## src/sv/tda_pkg.sv

```systemverilog
// ----------------------------------------------------------------------------
// tda_pkg
// Shared widths, codes and the slot table entry for the track dispatch arbiter.
// ----------------------------------------------------------------------------
package tda_pkg;

    localparam int SLOT_W = 4;
    localparam int LOAD_W = 16;

    // request kinds on the mode field
    localparam logic MODE_READY    = 1'b0;
    localparam logic MODE_DISPATCH = 1'b1;

    localparam logic HEADING_WEST  = 1'b0;

    typedef struct packed {
        logic              heading;
        logic              high_priority;
        logic [LOAD_W-1:0] load_time;
    } t_slot_entry;

endpackage

```

## src/sv/tda_ram.sv

```systemverilog
// ----------------------------------------------------------------------------
// tda_ram
// Simple dual-port RAM: one write port, one read port, registered read data.
// ----------------------------------------------------------------------------
module tda_ram #(
    parameter int WIDTH = 18,
    parameter int DEPTH = 16
) (
    input  logic                     i_clk,
    input  logic                     i_wr_en,
    input  logic [$clog2(DEPTH)-1:0] i_wr_addr,
    input  logic [WIDTH-1:0]         i_wr_data,
    input  logic                     i_rd_en,
    input  logic [$clog2(DEPTH)-1:0] i_rd_addr,
    output logic [WIDTH-1:0]         o_rd_data
);

    logic [WIDTH-1:0] r_mem [DEPTH];

    always_ff @(posedge i_clk) begin
        if (i_wr_en) begin
            r_mem[i_wr_addr] <= i_wr_data;
        end
        if (i_rd_en) begin
            o_rd_data <= r_mem[i_rd_addr];
        end
    end

endmodule

```

## src/sv/track_dispatch_arbiter_unit.sv

```systemverilog
// ----------------------------------------------------------------------------
// track_dispatch_arbiter_unit
// Priority arbiter over a table of requester slots with heading and load
// tiebreak; grants at most one ready slot per dispatch request.
// ----------------------------------------------------------------------------
//
//  channel | direction | handshake             | payload
//  --------+-----------+-----------------------+----------------------------------
//  in      | to block  | i_in_valid/o_in_stall | mode, slot, heading, priority, load
//  out     | from block| o_out_valid/i_out_stall| granted, granted_slot, heading
//
//  A ready request does not stall the input: it writes the slot table RAM and
//  sets the slot's ready flag. A dispatch request stalls the input while it
//  scans, drains and hands over: the single RAM read port delivers one slot per
//  cycle, the drain state finishes the last compare, and the done state hands the
//  grant to the output register (waiting while that register is held by a stall).
//  Reset (synchronous, active low) clears the ready flags, the last heading
//  (west) and the control state; the RAM contents are left as they are.
//  A result waiting in the output register does not block ready requests.
//
module track_dispatch_arbiter_unit #(
    parameter int SLOTS = 16
) (
    input  logic                       i_clk,
    input  logic                       i_rst_n,
    // request channel
    input  logic                       i_in_valid,
    output logic                       o_in_stall,
    input  logic                       i_mode,
    input  logic [tda_pkg::SLOT_W-1:0] i_slot,
    input  logic                       i_heading,
    input  logic                       i_high_priority,
    input  logic [tda_pkg::LOAD_W-1:0] i_load_time,
    // grant channel
    output logic                       o_out_valid,
    input  logic                       i_out_stall,
    output logic                       o_granted,
    output logic [tda_pkg::SLOT_W-1:0] o_granted_slot,
    output logic                       o_granted_heading
);

    import tda_pkg::*;

    localparam int SW    = $clog2(SLOTS);
    localparam int CMP_W = (SLOT_W > SW + 1) ? SLOT_W : SW + 1;
    localparam int ENT_W = $bits(t_slot_entry);

    typedef enum logic [1:0] {
        ST_IDLE,
        ST_SCAN,
        ST_DRAIN,
        ST_DONE
    } t_state;

    t_state             r_state;
    logic [SLOTS-1:0]   r_ready;
    logic               r_last_heading;

    // scan pipeline: address issued, then compare in the cycle after
    logic [SW-1:0]      r_scan_idx;
    logic               r_cmp_vld;
    logic               r_cmp_rdy;
    logic [SW-1:0]      r_cmp_idx;

    // current choice
    logic               r_found;
    logic [SW-1:0]      r_pick_idx;
    t_slot_entry        r_pick;

    // output register
    logic               r_out_valid;
    logic               r_granted;
    logic [SLOT_W-1:0]  r_granted_slot;
    logic               r_granted_heading;

    logic               in_accept;
    logic               wr_en;
    logic [SW-1:0]      wr_addr;
    t_slot_entry        wr_entry;
    logic               rd_en;
    logic [ENT_W-1:0]   rd_data;
    t_slot_entry        rd_entry;
    logic               take;
    logic               out_free;

    assign in_accept = i_in_valid && (r_state == ST_IDLE);
    assign wr_en     = in_accept && (i_mode == MODE_READY)
                       && (CMP_W'(i_slot) < CMP_W'(SLOTS));
    assign wr_addr   = SW'({{SW{1'b0}}, i_slot});
    assign wr_entry  = '{heading: i_heading, high_priority: i_high_priority,
                         load_time: i_load_time};
    assign rd_en     = (r_state == ST_SCAN);
    assign rd_entry  = t_slot_entry'(rd_data);
    assign out_free  = !r_out_valid || !i_out_stall;

    tda_ram #(
        .WIDTH (ENT_W),
        .DEPTH (SLOTS)
    ) u_slot_ram (
        .i_clk     (i_clk),
        .i_wr_en   (wr_en),
        .i_wr_addr (wr_addr),
        .i_wr_data (ENT_W'(wr_entry)),
        .i_rd_en   (rd_en),
        .i_rd_addr (r_scan_idx),
        .o_rd_data (rd_data)
    );

    // replace the choice? first ready is taken, then high priority, then a heading other than the last, then lower load
    always_comb begin
        take = 1'b0;
        if (r_cmp_vld && r_cmp_rdy) begin
            priority if (!r_found) begin
                take = 1'b1;
            end else if (rd_entry.high_priority != r_pick.high_priority) begin
                take = rd_entry.high_priority;
            end else if (rd_entry.heading == r_pick.heading) begin
                take = (rd_entry.load_time < r_pick.load_time);
            end else begin
                take = (r_pick.heading == r_last_heading);
            end
        end
    end

    always_ff @(posedge i_clk) begin
        if (!i_rst_n) begin
            r_state        <= ST_IDLE;
            r_ready        <= '0;
            r_last_heading <= HEADING_WEST;
            r_cmp_vld      <= 1'b0;
            r_found        <= 1'b0;
            r_out_valid    <= 1'b0;
        end else begin
            // in ST_DONE the output register is reloaded instead
            if (r_out_valid && !i_out_stall && (r_state != ST_DONE)) begin
                r_out_valid <= 1'b0;
            end

            if (take) begin
                r_found    <= 1'b1;
                r_pick_idx <= r_cmp_idx;
                r_pick     <= rd_entry;
            end

            unique case (r_state)
                ST_IDLE: begin
                    if (wr_en) begin
                        r_ready[wr_addr] <= 1'b1;
                    end
                    if (in_accept && (i_mode == MODE_DISPATCH)) begin
                        r_scan_idx <= '0;
                        r_cmp_vld  <= 1'b0;
                        r_found    <= 1'b0;
                        r_state    <= ST_SCAN;
                    end
                end
                ST_SCAN: begin
                    r_cmp_vld <= 1'b1;
                    r_cmp_idx <= r_scan_idx;
                    r_cmp_rdy <= r_ready[r_scan_idx];
                    if (r_scan_idx == SW'(SLOTS - 1)) begin
                        r_state <= ST_DRAIN;
                    end else begin
                        r_scan_idx <= r_scan_idx + 1'b1;
                    end
                end
                ST_DRAIN: begin
                    r_cmp_vld <= 1'b0;
                    r_state   <= ST_DONE;
                end
                ST_DONE: begin
                    if (out_free) begin
                        r_out_valid <= 1'b1;
                        r_granted   <= r_found;
                        if (r_found) begin
                            r_granted_slot    <= SLOT_W'({{SLOT_W{1'b0}}, r_pick_idx});
                            r_granted_heading <= r_pick.heading;
                            r_ready[r_pick_idx] <= 1'b0;
                            r_last_heading    <= r_pick.heading;
                        end else begin
                            r_granted_slot    <= '0;
                            r_granted_heading <= 1'b0;
                        end
                        r_state <= ST_IDLE;
                    end
                end
                default: begin
                    r_state <= ST_IDLE;
                end
            endcase
        end
    end

    assign o_in_stall        = (r_state != ST_IDLE);
    assign o_out_valid       = r_out_valid;
    assign o_granted         = r_granted;
    assign o_granted_slot    = r_granted_slot;
    assign o_granted_heading = r_granted_heading;

endmodule
```

## config.mk

```make
export PLATFORM = sky130hd
export DESIGN_NAME = track_dispatch_arbiter_unit
export DESIGN_NICKNAME = d
export VERILOG_FILES = /design/src/sv/tda_pkg.sv /design/src/sv/tda_ram.sv /design/src/sv/track_dispatch_arbiter_unit.sv
export SDC_FILE = /design/constraint.sdc
export NUM_CORES = 1
export LEC_CHECK = 0
export ABC_AREA = 1
export BUFFER_PORTS_ARGS = -buffer_cell sky130_fd_sc_hd__buf_2
export CAP_MARGIN = 25
export CORE_MARGIN = 2
export CORE_UTILIZATION = 50
export DETAILED_ROUTE_END_ITERATION = 8
export HOLD_SLACK_MARGIN = 0.1
export MAX_ROUTING_LAYER = met4
export PLACE_DENSITY = 0.66
export SETUP_SLACK_MARGIN = 0.5
export SLEW_MARGIN = 20
export SYNTH_ARGS = -nofsm -noshare
export SYNTH_HDL_FRONTEND = slang
export SYNTH_HIERARCHICAL = 1
export SYNTH_SLANG_ARGS = --single-unit
```

## constraint.sdc

```tcl
create_clock -name i_clk -period 3.7 [get_ports i_clk]
set_input_delay 0.555 -clock i_clk [delete_from_list [all_inputs] [get_ports i_clk]]
set_output_delay 0.555 -clock i_clk [all_outputs]
set_load 0.05 [all_outputs]
```

Word level (Yosys, flattened, before mapping)
Memory sizes are Yosys's and may differ from the RTL's. A register that Yosys moved wholly into a read port is not among the register bits.
Index checks and enable logic that the tools add are counted.
{ "word_totals": {"rom_bits": 0, "output_inout_bits": 8, "register_bits": 59, "mem_count": 1, "latch_bits": 0, "word_cells": 97, "mem_bits_rw": 288} }
{ "mem_list": {"columns": ["name", "depth", "word_bits", "read_ports", "rd_ports_with_merged_regs", "write_ports", "line_no", "text"], "rows": [
  ["u_slot_ram.r_mem", 16, 18, 1, 1, 1, "tda_ram.sv:18", "logic [WIDTH-1:0] r_mem [DEPTH];"]
]} }
{ "classes": {"n_reduce_logical": 24, "n_shift": 0, "n_mul": 0, "n_bitwise": 4, "n_eq_ne": 14, "add_sub_neg": 1, "n_mux": 31, "n_div": 0, "n_lt_le_gt_ge": 6} }
{ "op_table": {"columns": ["op", "n"], "rows": [
  ["16-bit two-way mux", 3],
  ["16-bit case mux with 2 select lines", 1],
  ["16-bit bitwise AND", 1],
  ["16-bit < comparator", 1],
  ["1-bit two-way mux", 16],
  ["16-bit inverter", 1],
  ["16-bit bitwise OR", 1],
  ["4-bit by 5-bit < comparator with 1-bit output, second input constant", 3],
  ["3-bit AND reduction", 3],
  ["1-bit demux with 4-bit select", 2],
  ["4-bit by 1-bit >= comparator with 1-bit output, second input constant", 2],
  ["1-bit logical AND", 8],
  ["4-bit two-way mux", 2],
  ["2-bit != test, second input constant", 4],
  ["2-bit case mux with 4 select lines", 1],
  ["4-bit case mux with 2 select lines", 1],
  ["4-bit AND reduction", 2],
  ["2-bit two-way mux", 3],
  ["2-bit by 1-bit != test with 1-bit output, second input constant", 3],
  ["2-bit AND reduction", 3],
  ["2-bit nonzero test", 3],
  ["4-bit by 1-bit adder with 4-bit output, second input constant", 1],
  ["1-bit binary-select mux with 4-bit select", 1],
  ["2-bit == test, second input constant", 2],
  ["10 further kinds", 12]
]} }

Logic depth before layout (Yosys ltp)
Gate-level depths: netlist of the first run.
{ "depth": {"word_depth": 9, "ltp_mapped": 13, "ltp_nobuf": 13} }

Cells and area by module
The synthesis of the first run kept the hierarchy.
{ "by_module_without_submodules": {"columns": ["mod", "cells_each", "area_per_inst_um2", "n_inst", "seq_area_each_um2"], "rows": [
  ["tda_ram", 1203, 12946.2, 1, 9188.8],
  ["track_dispatch_arbiter_unit", 334, 3039.2, 1, 1551.5]
]} }

Least setup slack after synthesis of the first run
OpenSTA, ideal clock, no wires.
{ "synth_timing": {"path_type": "register -> register", "from": "reg u_slot_ram.o_rd_data[9], read port of u_slot_ram.r_mem", "to": "reg r_pick[0] (netlist name) (enable)", "setup_ns": 0.408, "stages_incl_launch_ff": 11, "path_slack_ns": 1.020, "period_less_slack_ns": 2.680, "arrival_time_ns": 2.272, "cell_sequence": "edfxtp_1 -> ha_1 -> nand2_1 -> inv_1 -> o21ai_0 -> a21oi_1 -> nor2_1 -> nand2_1 -> nand2_1 -> nand2_1 -> a21oi_1"} }
{ "synth_between": {"elab_chain_len": 6} }
{ "synth_rtl": {"columns": ["item", "line_no", "text"], "rows": [
  ["start, declared", "tda_ram.sv:15", "output logic [WIDTH-1:0] o_rd_data"],
  ["16-bit < comparator", "track_dispatch_arbiter_unit.sv:118", "take = (rd_entry.load_time < r_pick.load_time);"],
  ["1-bit two-way mux", "track_dispatch_arbiter_unit.sv:117", "end else if (rd_entry.heading == r_pick.heading) begin"],
  ["1-bit two-way mux", "track_dispatch_arbiter_unit.sv:115", "end else if (rd_entry.high_priority != r_pick.high_priority) begin"],
  ["1-bit two-way mux", "track_dispatch_arbiter_unit.sv:113", "priority if (!r_found) begin"],
  ["1-bit two-way mux", "track_dispatch_arbiter_unit.sv:112", "if (r_cmp_vld && r_cmp_rdy) begin"],
  ["2-bit AND reduction (no line)", null, null],
  ["end signal, assigned", "track_dispatch_arbiter_unit.sv:142", "r_pick <= rd_entry;"],
  ["end, declared", "track_dispatch_arbiter_unit.sv:68", "t_slot_entry r_pick;"]
]} }
No other way between the ends.
A chain may end at the register's enable or synchronous reset.

Worst setup path after layout of the first run
{ "layout_timing": {"from": "reg r_state[1]", "to": "mem u_slot_ram.r_mem[5][8] (enable)"} }
{ "layout_between": {"elab_chain_len": 5} }
{ "layout_rtl": {"columns": ["item", "line_no", "text"], "rows": [
  ["start, declared", "track_dispatch_arbiter_unit.sv:55", "t_state r_state;"],
  ["start signal, assigned", "track_dispatch_arbiter_unit.sv:127", "r_state <= ST_IDLE;"],
  ["start signal, assigned", "track_dispatch_arbiter_unit.sv:154", "r_state <= ST_SCAN;"],
  ["start signal, assigned", "track_dispatch_arbiter_unit.sv:162", "r_state <= ST_DRAIN;"],
  ["2-bit zero test", "track_dispatch_arbiter_unit.sv:86", "assign in_accept = i_in_valid && (r_state == ST_IDLE);"],
  ["1-bit logical AND", "track_dispatch_arbiter_unit.sv:86", null],
  ["1-bit logical AND", "track_dispatch_arbiter_unit.sv:87", "assign wr_en = in_accept && (i_mode == MODE_READY)"],
  ["named net wr_en", "track_dispatch_arbiter_unit.sv:77", "logic wr_en;"],
  ["1-bit two-way mux", "tda_ram.sv:21", "if (i_wr_en) begin"],
  ["1-bit two-way mux (implied by the code)", "tda_ram.sv:22", "r_mem[i_wr_addr] <= i_wr_data;"],
  ["end, declared", "tda_ram.sv:18", null]
]} }
The timed path passes the listed nets, and every way through them passes these cells.

==> impl_metrics.csv, run 1 <==
group,metric,value,unit
final_layout,drive_above_1_share,8.84,%
floorplanning,initial_utilization,50.7,%
floorplanning,fp.dieArea,33400,sq um
final_layout,regArea,10700,sq um
final_layout,stdcell_count,2009,
critical_path,crit_path_max_incr_delay,560,ps
logic_synthesis,syn_nets,1585,
clock_tree,postCtsHoldBufs,0,
logic_synthesis,yosys_warnings,6,
floorplanning,rows,65,
timing,rsz0062_at_grt,"no",
floorplanning,ios,35,
clock_tree,clk_pin_slew,60,ps
routing,drt-vias-per-instance,5.32,
timing,final-hold-violation-count,0,
power,vdd_drop_max,0.460,mV
routing,dr_wl_met2,16600,um
clock_tree,cts_made_buffers,39,
grt,grt_overflow_total,0,
routing,detail-route-antenna-nets,0,
clock_tree,cts_tree,"yes",
power,power.density,617,nW/um^2
floorplanning,die_h,183,um
grt,grt_use_total,23.1,%
placement,pre_cts_slack,1190,ps
logic_synthesis,netlist.area_leader.share,64.4,%
power,design_power_total,11.0,mW
routing,firstDrtPassIters,5,
timing,worst_clock_skew,25.9,ps
critical_path,crit_chain,"inv_1 -> ha_1 -> nand3_2 -> inv_1 -> nand3b_1 -> nor2_2 -> buf_4",
routing,drc,0,
logic_synthesis,netlist_area,16000,sq um
logic_synthesis,synth_area_leaders,"edfxtp_1, nand2_1, nand3_1",
critical_path,cp_max_fo,11,
placement,place_inst,1937,
grt,grt_pass1_vias,10400,
placement,dp_hpwl,20600,um
timing,worst_slew_pin_slew,1040,ps
final_layout,area_delta_synth_final,11.9,%
critical_path,critPathLaunchType,"flip-flop",
routing,wl_met3,2490,um
logic_synthesis,synth_top_area_cell,"edfxtp_1",
timing,fmax,391,MHz
critical_path,arrival,2750,ps
routing,wl_per_cell,18.1,um
run_status,outcome,"completed",
clock_tree,root_buffer,"clkbuf_16",
logic_synthesis,synth_seq_cells,365,
grt,grt_first_pass_wirelength,57600,um
logic_synthesis,netlist_instances,1537,
timing,drv_slew,0,
grt,grt_max_degree,86,
critical_path,crit_type,"reg2reg",
final_layout,nets,1624,
clock_tree,cts_resized,0,
routing,highest_layer,"met4",
timing,finalWorstSetupSlack,1150,ps
floorplanning,die_w,183,um
timing,setup_tns,0,ps
floorplanning,core,31600,sq um
routing,routedLengthMet1,16200,um
routing,vias,10700,
routing,wirelength,36500,um
placement,io_buffers,34,
clock_tree,cts_buffer_depth,3,
timing,slew_headroom,30.5,%
clock_tree,post-cts-setup-buffers,0,
grt,antenna_found_initial,2,
critical_path,required,3900,ps
final_layout,fillCellCount,2635,
timing,period_share,69.0,%
clock_tree,clock_sinks,365,
critical_path,end_kind,"flip-flop",
flow_run,maxCapViolCount,0,
logic_synthesis,synth_cell_types,36,
logic_synthesis,ys_seq_area_share,67.2,%
critical_path,critical-path-slowest-cell,"nor2_2",
logic_synthesis,syn_avg_cell_area,10.4,sq um
placement,gp_congestion,0.860,
power,power_leakage,7.55,nW
hold_path,min_path_type,"in2reg",
routing,drt_iter0_drc,971,
final_layout,mostFrequentLayoutCell,"nand2_1",
timing,setup_violations,0,
clock_tree,clk_latency,530,ps
final_layout,utilization,56.7,%
final_layout,multi_input_area,3870,sq um
timing,period_minus_slack,2550,ps
critical_path,path_common_cell,"inv_1",
clock_tree,htree_levels,2,
final_layout,final_cell_mix,"nand2_1, edfxtp_1, inv_1",
==> registers in the layout (all words and copies together), names as in the netlist <==
signal / count
o_granted: 1
o_granted_heading: 1
o_granted_slot: 4
o_out_valid: 1
r_cmp_idx: 4
r_cmp_rdy: 1
r_cmp_vld: 1
r_found: 1
r_last_heading: 1
r_pick: 18
r_pick_idx: 4
r_ready: 16
r_scan_idx: 4
r_state: 2
u_slot_ram/o_rd_data: 18
u_slot_ram/r_mem: 288
==> logic make-up (layout without fill, tap and decap cells) <==
group           after synthesis  after routing  synth area share (%)
other cells                   0              1                     0
flops                       365            365                  67.2
compound gates               71             71                  2.60
buf+inv                     343            412                  8.92
mux                           5              5                 0.313
simple gates                731            731                  19.3
fa+ha+maj                    21             21                  1.64
xor+xnor                      1              1                0.0548
==> metrics by stage <==
stage          cell area, sq um  hold WS (ps)
2_1_floorplan             16000           400
3_3_place_gp              16600           401
3_5_place_dp              16600           405
4_1_cts                   17900           306
5_1_grt                   17900           361
6_report                  17900           330
==> report_power, final <==
| part | total, mW | internal, mW | switching [mW] |
|---|---|---|---|
| registers | 4.93 | 4.78 | 0.147 |
| logic | 2.18 | 0.638 | 1.54 |
| clock network | 3.93 | 2.39 | 1.55 |
| total | 11.0 | 7.81 | 3.24 |
==> layout make-up <==
class                           instances  share of cell area [%]
Antenna cell                            1                  0.0140
Clock buffer                           52                    5.78
Clock inverter                         19                    1.38
Inverter                              278                    5.87
Multi-Input combinational cell        829                    21.7
Sequential cell                       365                    60.0
Tap cell                              402                    2.81
Timing Repair Buffer                   63                    2.45
==> Yosys cell counts <==
master	instances
buf_8	1
buf_1	5
inv_4	1
inv_6	1
inv_1	272
o221ai_1	3
a211oi_1	6
nand3b_1	2
ha_1	21
o31ai_1	3
buf_6	9
o22ai_1	1
nand2_4	1
nand3_2	1
nor2_1	47
inv_2	2
a22oi_1	1
mux2i_1	5
clkinv_1	2
dfxtp_1	22
o21ai_2	1
o21a_1	1
a31oi_1	7
o21ai_0	12
nand2_1	434
nor3_1	14
buf_2	33
nand4_1	6
edfxtp_1	343
clkbuf_1	14
nand3_1	225
buf_4	3
a211oi_2	1
a21oi_1	35
or2_2	1
xor2_1	1
==> path summary, 6_finish.rpt <==
| path | end | start | slack (ps) | cells after the start |
|---|---|---|---|---|
| setup / recovery | u_slot_ram/r_mem[5][8] | r_state[1] | 1150 | 7 |
| hold / removal | r_cmp_vld | i_rst_n | 330 | 3 |
| setup reg to reg | u_slot_ram/r_mem[5][8] | r_state[1] | 1150 | 7 |
| hold reg to reg | r_pick_idx[2] | r_cmp_idx[2] | 420 | 0 |
==> worst max-delay path: cells and delay by family, from the launching register on <==
family	cells	cell delay (ps)
flops	1	340
buf+inv	3	650
simple gates	3	920
fa+ha+maj	1	310
==> routing by layer <==
metal / vias to the layer above / GRT usage (%)
met1: 5096 / 31.8
met4: 0 / 8.10
met5: - / -
met2: 385 / 35.3
li1: 5114 / -
met3: 98 / 3.75
Power figures use the tool's default switching activity.
==> run 2: changes to the inputs <==
ABC_AREA = 0   (was 1)
clock period = 2.5 ns   (was 3.7 ns; I/O delays follow)
==> run 2 against run 1 <==
Compared with the run above:
- via count is 28% lower
- clock-buffer cell count shrank 11
- non-clock buffer count up 62
- hold slack worse by 120 ps
- combinational power up 54%
- clock skew decreased by 9.3 ps
- register-to-register slack got worse by 980 ps
- sequential share of layout area rose by 0.97 points
==> impl_metrics.csv, run 2 <==
group,metric,value,unit
logic_synthesis,ys_seq_area_share,74.6,%
final_layout,stdcell_count,1279,
critical_path,arrival,2580,ps
logic_synthesis,syn_avg_cell_area,19.7,sq um
routing,wirelength,33200,um
final_layout,fillCellCount,2024,
final_layout,largest-register,"u_slot_ram/r_mem",
placement,io_buffers,34,
timing,setup_violations,0,
final_layout,utilization,61.7,%
power,power_leakage,5.98,nW
logic_synthesis,syn_nets,777,
timing,rsz0062_at_grt,"yes",
clock_tree,clock_sinks,365,
logic_synthesis,synth_area_leaders,"edfxtp_1, mux4_2, mux4_1",
grt,antenna_found_initial,4,
clock_tree,cts_buffer_depth,3,
logic_synthesis,synth_edf_count,343,
critical_path,critical-path-slowest-cell,"edfxtp_1",
routing,wl_per_cell,26.0,um
clock_tree,root_buffer,"clkbuf_16",
timing,fmax,428,MHz
clock_tree,clk_latency,540,ps
final_layout,drive_above_1_share,32.5,%
grt,grt_overflow_total,0,
timing,finalWorstSetupSlack,164,ps
floorplanning,ios,35,
placement,placed_area,15500,sq um
critical_path,cp_max_fo,5,
logic_synthesis,synth_top_area_cell,"edfxtp_1",
floorplanning,core,28500,sq um
clock_tree,cts_tree,"yes",
critical_path,cp_top_family,"compound AO/OA/AOI/OAI gates",
logic_synthesis,yosys_warnings,6,
floorplanning,rows,62,
timing,holdWs,209,ps
hold_path,min_path_type,"in2reg",
timing,slew_headroom,36.8,%
timing,worst_clock_skew,16.6,ps
timing,worst_slew_pin_slew,942,ps
clock_tree,htree_levels,2,
logic_synthesis,netlist_instances,729,
power,power.density,913,nW/um^2
critical_path,required,2740,ps
flow_run,maxCapViolCount,0,
critical_path,reg2reg_depth,7,
routing,drt-vias-per-instance,6.05,
logic_synthesis,ys_dominant_reg_cell,"edfxtp_1",
grt,grt_pass1_vias,7731,
routing,firstDrtPassIters,5,
logic_synthesis,synth_most_common_cell,"edfxtp_1",
critical_path,crit_chain,"ha_4 -> buf_4 -> a21oi_1 -> o211ai_1 -> a211o_1 -> o32ai_4 -> clkbuf_16",
routing,detail-route-antenna-nets,0,
timing,drv_slew,0,
routing,drc,0,
logic_synthesis,synth_common_cells,"edfxtp_1, mux4_2, a22oi_1",
critical_path,crit_path_max_incr_delay,430,ps
logic_synthesis,netlist.area_leader.share,71.6,%
placement,gp_congestion,0.808,
timing,final-hold-violation-count,0,
clock_tree,clk_pin_slew,60,ps
hold_path,min_delay_path_depth,1,
final_layout,area_delta_synth_final,22.5,%
placement,pre_cts_slack,-57.4,ps
critical_path,r2r_end,"r_pick[10]",
timing,setup_tns,0,ps
power,vdd_drop_max,0.654,mV
critical_path,worstReg2RegStart,"u_slot_ram/o_rd_data[15]",
floorplanning,die_h,174,um
timing,period_share,93.4,%
final_layout,design_area,17600,sq um
final_layout,largest_reg_flops,288,
routing,drt_iter0_drc,838,
critical_path,rrSetupSlack,160,ps
critical_path,end_kind,"flip-flop",
critical_path,crit_buf_inv,2,
placement,place_inst,1156,
power,design_power_total,16.1,mW
placement,dp_hpwl,17900,um
floorplanning,die_w,174,um
final_layout,reg_top3,"u_slot_ram/r_mem: 288 flops, r_pick: 18 flops, u_slot_ram/o_rd_data: 18 flops",
logic_synthesis,async_reset_ff_share,0,%
grt,grt_use_total,21.9,%
grt,grt_first_pass_wirelength,47200,um
critical_path,critPathLaunchType,"flip-flop",
floorplanning,initial_utilization,50.4,%
logic_synthesis,synth_seq_cells,365,
hold_path,min_from,"i_load_time[12]",
hold_path,hold_end,"u_slot_ram/r_mem[10][12]",
final_layout,mostFrequentLayoutCell,"edfxtp_1",
logic_synthesis,netlist_area,14400,sq um
grt,grt_max_degree,39,
critical_path,crit_type,"reg2reg",
final_layout,nets,913,
routing,vias,7741,
final_layout,final_cell_mix,"edfxtp_1, mux4_2, clkbuf_16",
floorplanning,fp.dieArea,30100,sq um
timing,period_minus_slack,2340,ps
clock_tree,cts_made_buffers,37,
logic_synthesis,synth_cell_types,53,
run_status,outcome,"completed",
-- run 2: changes by cell type after synthesis, moves of 4 or more --
cell     previous run  this run
nor3_1             14         7
nor2_1             47        29
nand2_1           434        31
nor2b_1             0         4
nand3_1           225         6
buf_2              33         5
and2_1              0        13
a22oi_1             1        36
mux4_1              0        26
inv_1             272        28
mux4_2              0        51
a31oi_1             7         2
a21oi_1            35        10
-- run 2: worst max-delay path by stage --
stage | cells after the start | slack, ps | startpoint | to
2_1_floorplan | 7 | 270 | r_state[1] | u_slot_ram/r_mem[0][0]
3_3_place_gp | 5 | 30 | u_slot_ram/o_rd_data[11] | r_pick_idx[3]
3_5_place_dp | 5 | -60 | u_slot_ram/o_rd_data[9] | r_pick_idx[2]
4_1_cts | 7 | 180 | u_slot_ram/o_rd_data[13] | r_pick[15]
5_1_grt | 7 | 70 | u_slot_ram/o_rd_data[15] | r_pick[15]
6_report | 7 | 160 | u_slot_ram/o_rd_data[15] | r_pick[10]
-- run 2: metal layers --
metal	routed length [um]	up-vias	part of all wire [%]	global-route usage, %
li1	-	3300	-	-
met1	13500	4067	41	30.1
met2	16300	313	49	34.5
met3	2680	61	8.1	3.84
met4	759	0	2.3	5.78
met5	0	-	0	-
-- run 2: layout make-up --
type / instances / area [sq um] / area share [%]
Inverter: 29 / 114 / 0.646
Tap cell: 384 / 480 / 2.73
Sequential cell: 365 / 10700 / 61.0
Clock buffer: 41 / 941 / 5.34
Clock inverter: 26 / 254 / 1.44
Antenna cell: 2 / 5.00 / 0.0284
Multi-Input combinational cell: 307 / 3670 / 20.8
Timing Repair Buffer: 125 / 1410 / 7.98
-- run 2: cell families (layout without fill, tap and decap cells) --
group | Yosys count | in the layout | synth area share (%)
XOR/XNOR | 3 | 3 | 0.183
multiplexers | 80 | 80 | 12.9
AO/OA/AOI/OAI | 95 | 97 | 4.85
buffers and inverters | 59 | 221 | 1.97
AND/OR/NAND/NOR | 106 | 106 | 3.57
adder cells (fa/ha/maj) | 21 | 21 | 1.83
flip-flops | 365 | 365 | 74.6
other | 0 | 2 | 0
-- run 2: what timing repair did --
item,in CTS,in global routing
hold buffers,2,0
setup endpoints to repair,209,223
resized for setup,21,37
setup buffers,16,19
pin swaps,8,7
endpoints found under the hold margin,1,0
gates cloned,7,10
-- run 2: power breakdown --
group	switching (mW)	total, mW	leakage [nW]	internal (mW)
combinational	1.81	3.36	2.12	1.55
clock	2.28	5.43	0.578	3.15
sequential	0.176	7.29	3.28	7.12
==> run 3: changes to the inputs <==
BUFFER_PORTS_ARGS = -buffer_cell sky130_fd_sc_hd__clkbuf_2   (was -buffer_cell sky130_fd_sc_hd__buf_2)
==> run 3 against run 2 <==
Compared with the run above:
- register-to-register slack better by 40 ps
- critical path depth down 1
- first-iteration DRC count down 2.7%
- sequential power about the same
- clock skew down 6.4 ps
- non-clock buffer count down 12
- power up 1.4%
- largest cell class unchanged
==> impl_metrics.csv, run 3 (synthesized netlist as in run 2, its figures left out) <==
group,metric,value,unit
run_status,outcome,"completed",
critical_path,required,2700,ps
clock_tree,clock_sinks,365,
routing,drt_iter0_drc,815,
final_layout,fillCellCount,2055,
routing,detail-route-antenna-nets,0,
clock_tree,clk_pin_slew,60,ps
floorplanning,fp.dieArea,30100,sq um
floorplanning,ios,35,
routing,firstDrtPassIters,5,
critical_path,critical-path-slowest-cell,"or4_4",
critical_path,crit_chain,"ha_4 -> nand4_1 -> or4_4 -> a221oi_4 -> buf_4 -> o32ai_4",
grt,met2_usage,35.4,%
grt,antenna_found_initial,1,
timing,worst_slew_pin_slew,750,ps
critical_path,crit_path_max_incr_delay,550,ps
power,power.density,931,nW/um^2
final_layout,nets,903,
critical_path,crit_buf_inv,1,
timing,period_share,91.6,%
final_layout,utilization,61.4,%
routing,wirelength,32400,um
clock_tree,cts_buffer_depth,3,
final_layout,largest_reg_flops,288,
timing,drv_slew,0,
timing,setup_violations,0,
floorplanning,rows,62,
grt,grt-busiest-layer,"met2",
placement,dp_hpwl,18000,um
final_layout,design_area,17500,sq um
critical_path,r2r_end,"r_pick_idx[0]",
hold_path,min_from,"i_in_valid",
final_layout,mostFrequentLayoutCell,"edfxtp_1",
hold_path,min_delay_path_depth,2,
hold_path,hold_end,"r_found",
final_layout,drive_above_1_share,37.2,%
critical_path,rrSetupSlack,210,ps
final_layout,final_cell_mix,"edfxtp_1, mux4_2, buf_4",
power,power_leakage,5.87,nW
grt,met3_usage,3.57,%
power,design_power_total,16.3,mW
grt,met1_usage,30.6,%
grt,grt_max_degree,40,
grt,grt_overflow_total,0,
routing,drc,0,
critical_path,cp_top_family,"simple AND/OR/NAND/NOR gates",
final_layout,reg_top3,"u_slot_ram/r_mem: 288 flops, r_pick: 18 flops, u_slot_ram/o_rd_data: 18 flops",
final_layout,largest-register,"u_slot_ram/r_mem",
timing,slew_headroom,49.9,%
critical_path,worstReg2RegStart,"u_slot_ram/o_rd_data[11]",
floorplanning,core,28500,sq um
critical_path,cp_max_fo,6,
critical_path,end_kind,"flip-flop",
clock_tree,root_buffer,"clkbuf_16",
clock_tree,htree_levels,2,
final_layout,area_delta_synth_final,21.8,%
timing,setup_tns,0,ps
timing,worst_clock_skew,10.2,ps
hold_path,min_path_type,"in2reg",
grt,grt_pass1_vias,7697,
routing,wl_per_cell,25.6,um
critical_path,crit_type,"reg2reg",
placement,gp_congestion,0.780,
timing,period_minus_slack,2290,ps
routing,vias,7586,
clock_tree,cts_tree,"yes",
floorplanning,die_h,174,um
critical_path,crit_start,"u_slot_ram/o_rd_data[11]",
timing,final-hold-violation-count,0,
timing,fmax,437,MHz
floorplanning,initial_utilization,50.4,%
grt,grt_use_total,22.3,%
critical_path,critPathLaunchType,"flip-flop",
clock_tree,postCtsHoldBufs,0,
power,vdd_drop_max,0.576,mV
critical_path,arrival,2490,ps
timing,rsz0062_at_grt,"yes",
floorplanning,die_w,174,um
routing,drt-vias-per-instance,6.00,
timing,finalWorstSetupSlack,209,ps
placement,placed_area,15500,sq um
clock_tree,cts_made_buffers,38,
placement,io_buffers,34,
flow_run,maxCapViolCount,0,
placement,pre_cts_slack,-48.2,ps
critical_path,reg2reg_depth,6,
clock_tree,clk_latency,510,ps
grt,grt_first_pass_wirelength,47800,um
[run 3: timing repair]
item	CTS	global route
setup buffers	18	7
gates resized for setup	38	62
setup endpoints to repair	335	264
pin swaps	14	26
gates cloned	9	5
[run 3: how the worst max path moves through the flow]
stage | endpoint | cells past startpoint | slack (ps)
after global placement | r_pick_idx[0] | 5 | 60
after floorplan | u_slot_ram/r_mem[0][0] | 7 | 270
final | r_pick_idx[0] | 6 | 210
after detailed placement | r_pick_idx[3] | 5 | -50
after CTS | r_pick[8] | 6 | 190
after global routing | r_pick[14] | 6 | 130
[run 3: final cells by class]
| type | instances | area, sq um | area share, % |
|---|---|---|---|
| Antenna cell | 1 | 2.50 | 0.0143 |
| Clock buffer | 45 | 998 | 5.70 |
| Clock inverter | 19 | 209 | 1.19 |
| Inverter | 29 | 114 | 0.650 |
| Multi-Input combinational cell | 308 | 3790 | 21.6 |
| Sequential cell | 365 | 10700 | 61.3 |
| Tap cell | 384 | 480 | 2.74 |
| Timing Repair Buffer | 113 | 1180 | 6.76 |
[run 3: routing by layer]
metal / vias to the layer above / part of all wire (%)
met4: 0 / 2.1
met2: 287 / 49
met1: 3968 / 43
met5: - / 0
li1: 3270 / -
met3: 61 / 6.3
[run 3: power by group]
part / internal, mW / switching [mW] / total, mW
Sequential: 7.12 / 0.162 / 7.28
Combinational: 1.63 / 1.93 / 3.56
Clock: 3.26 / 2.20 / 5.46
Total: 12.0 / 4.29 / 16.3
[run 3: worst register-to-register path, cell delays in order (launching register included)]
cell and delay, ps:
edfxtp_1 430, ha_4 310, nand4_1 110, or4_4 550
a221oi_4 270, buf_4 180, o32ai_4 130
[run 3: metrics by stage]
step / hold WS, ps / std cells
3_3_place_gp: 406 / 1159
3_5_place_dp: 406 / 1160
5_1_grt: 122 / 1263
4_1_cts: 102 / 1251
2_1_floorplan: 400 / 729
6_report: 120 / 1264
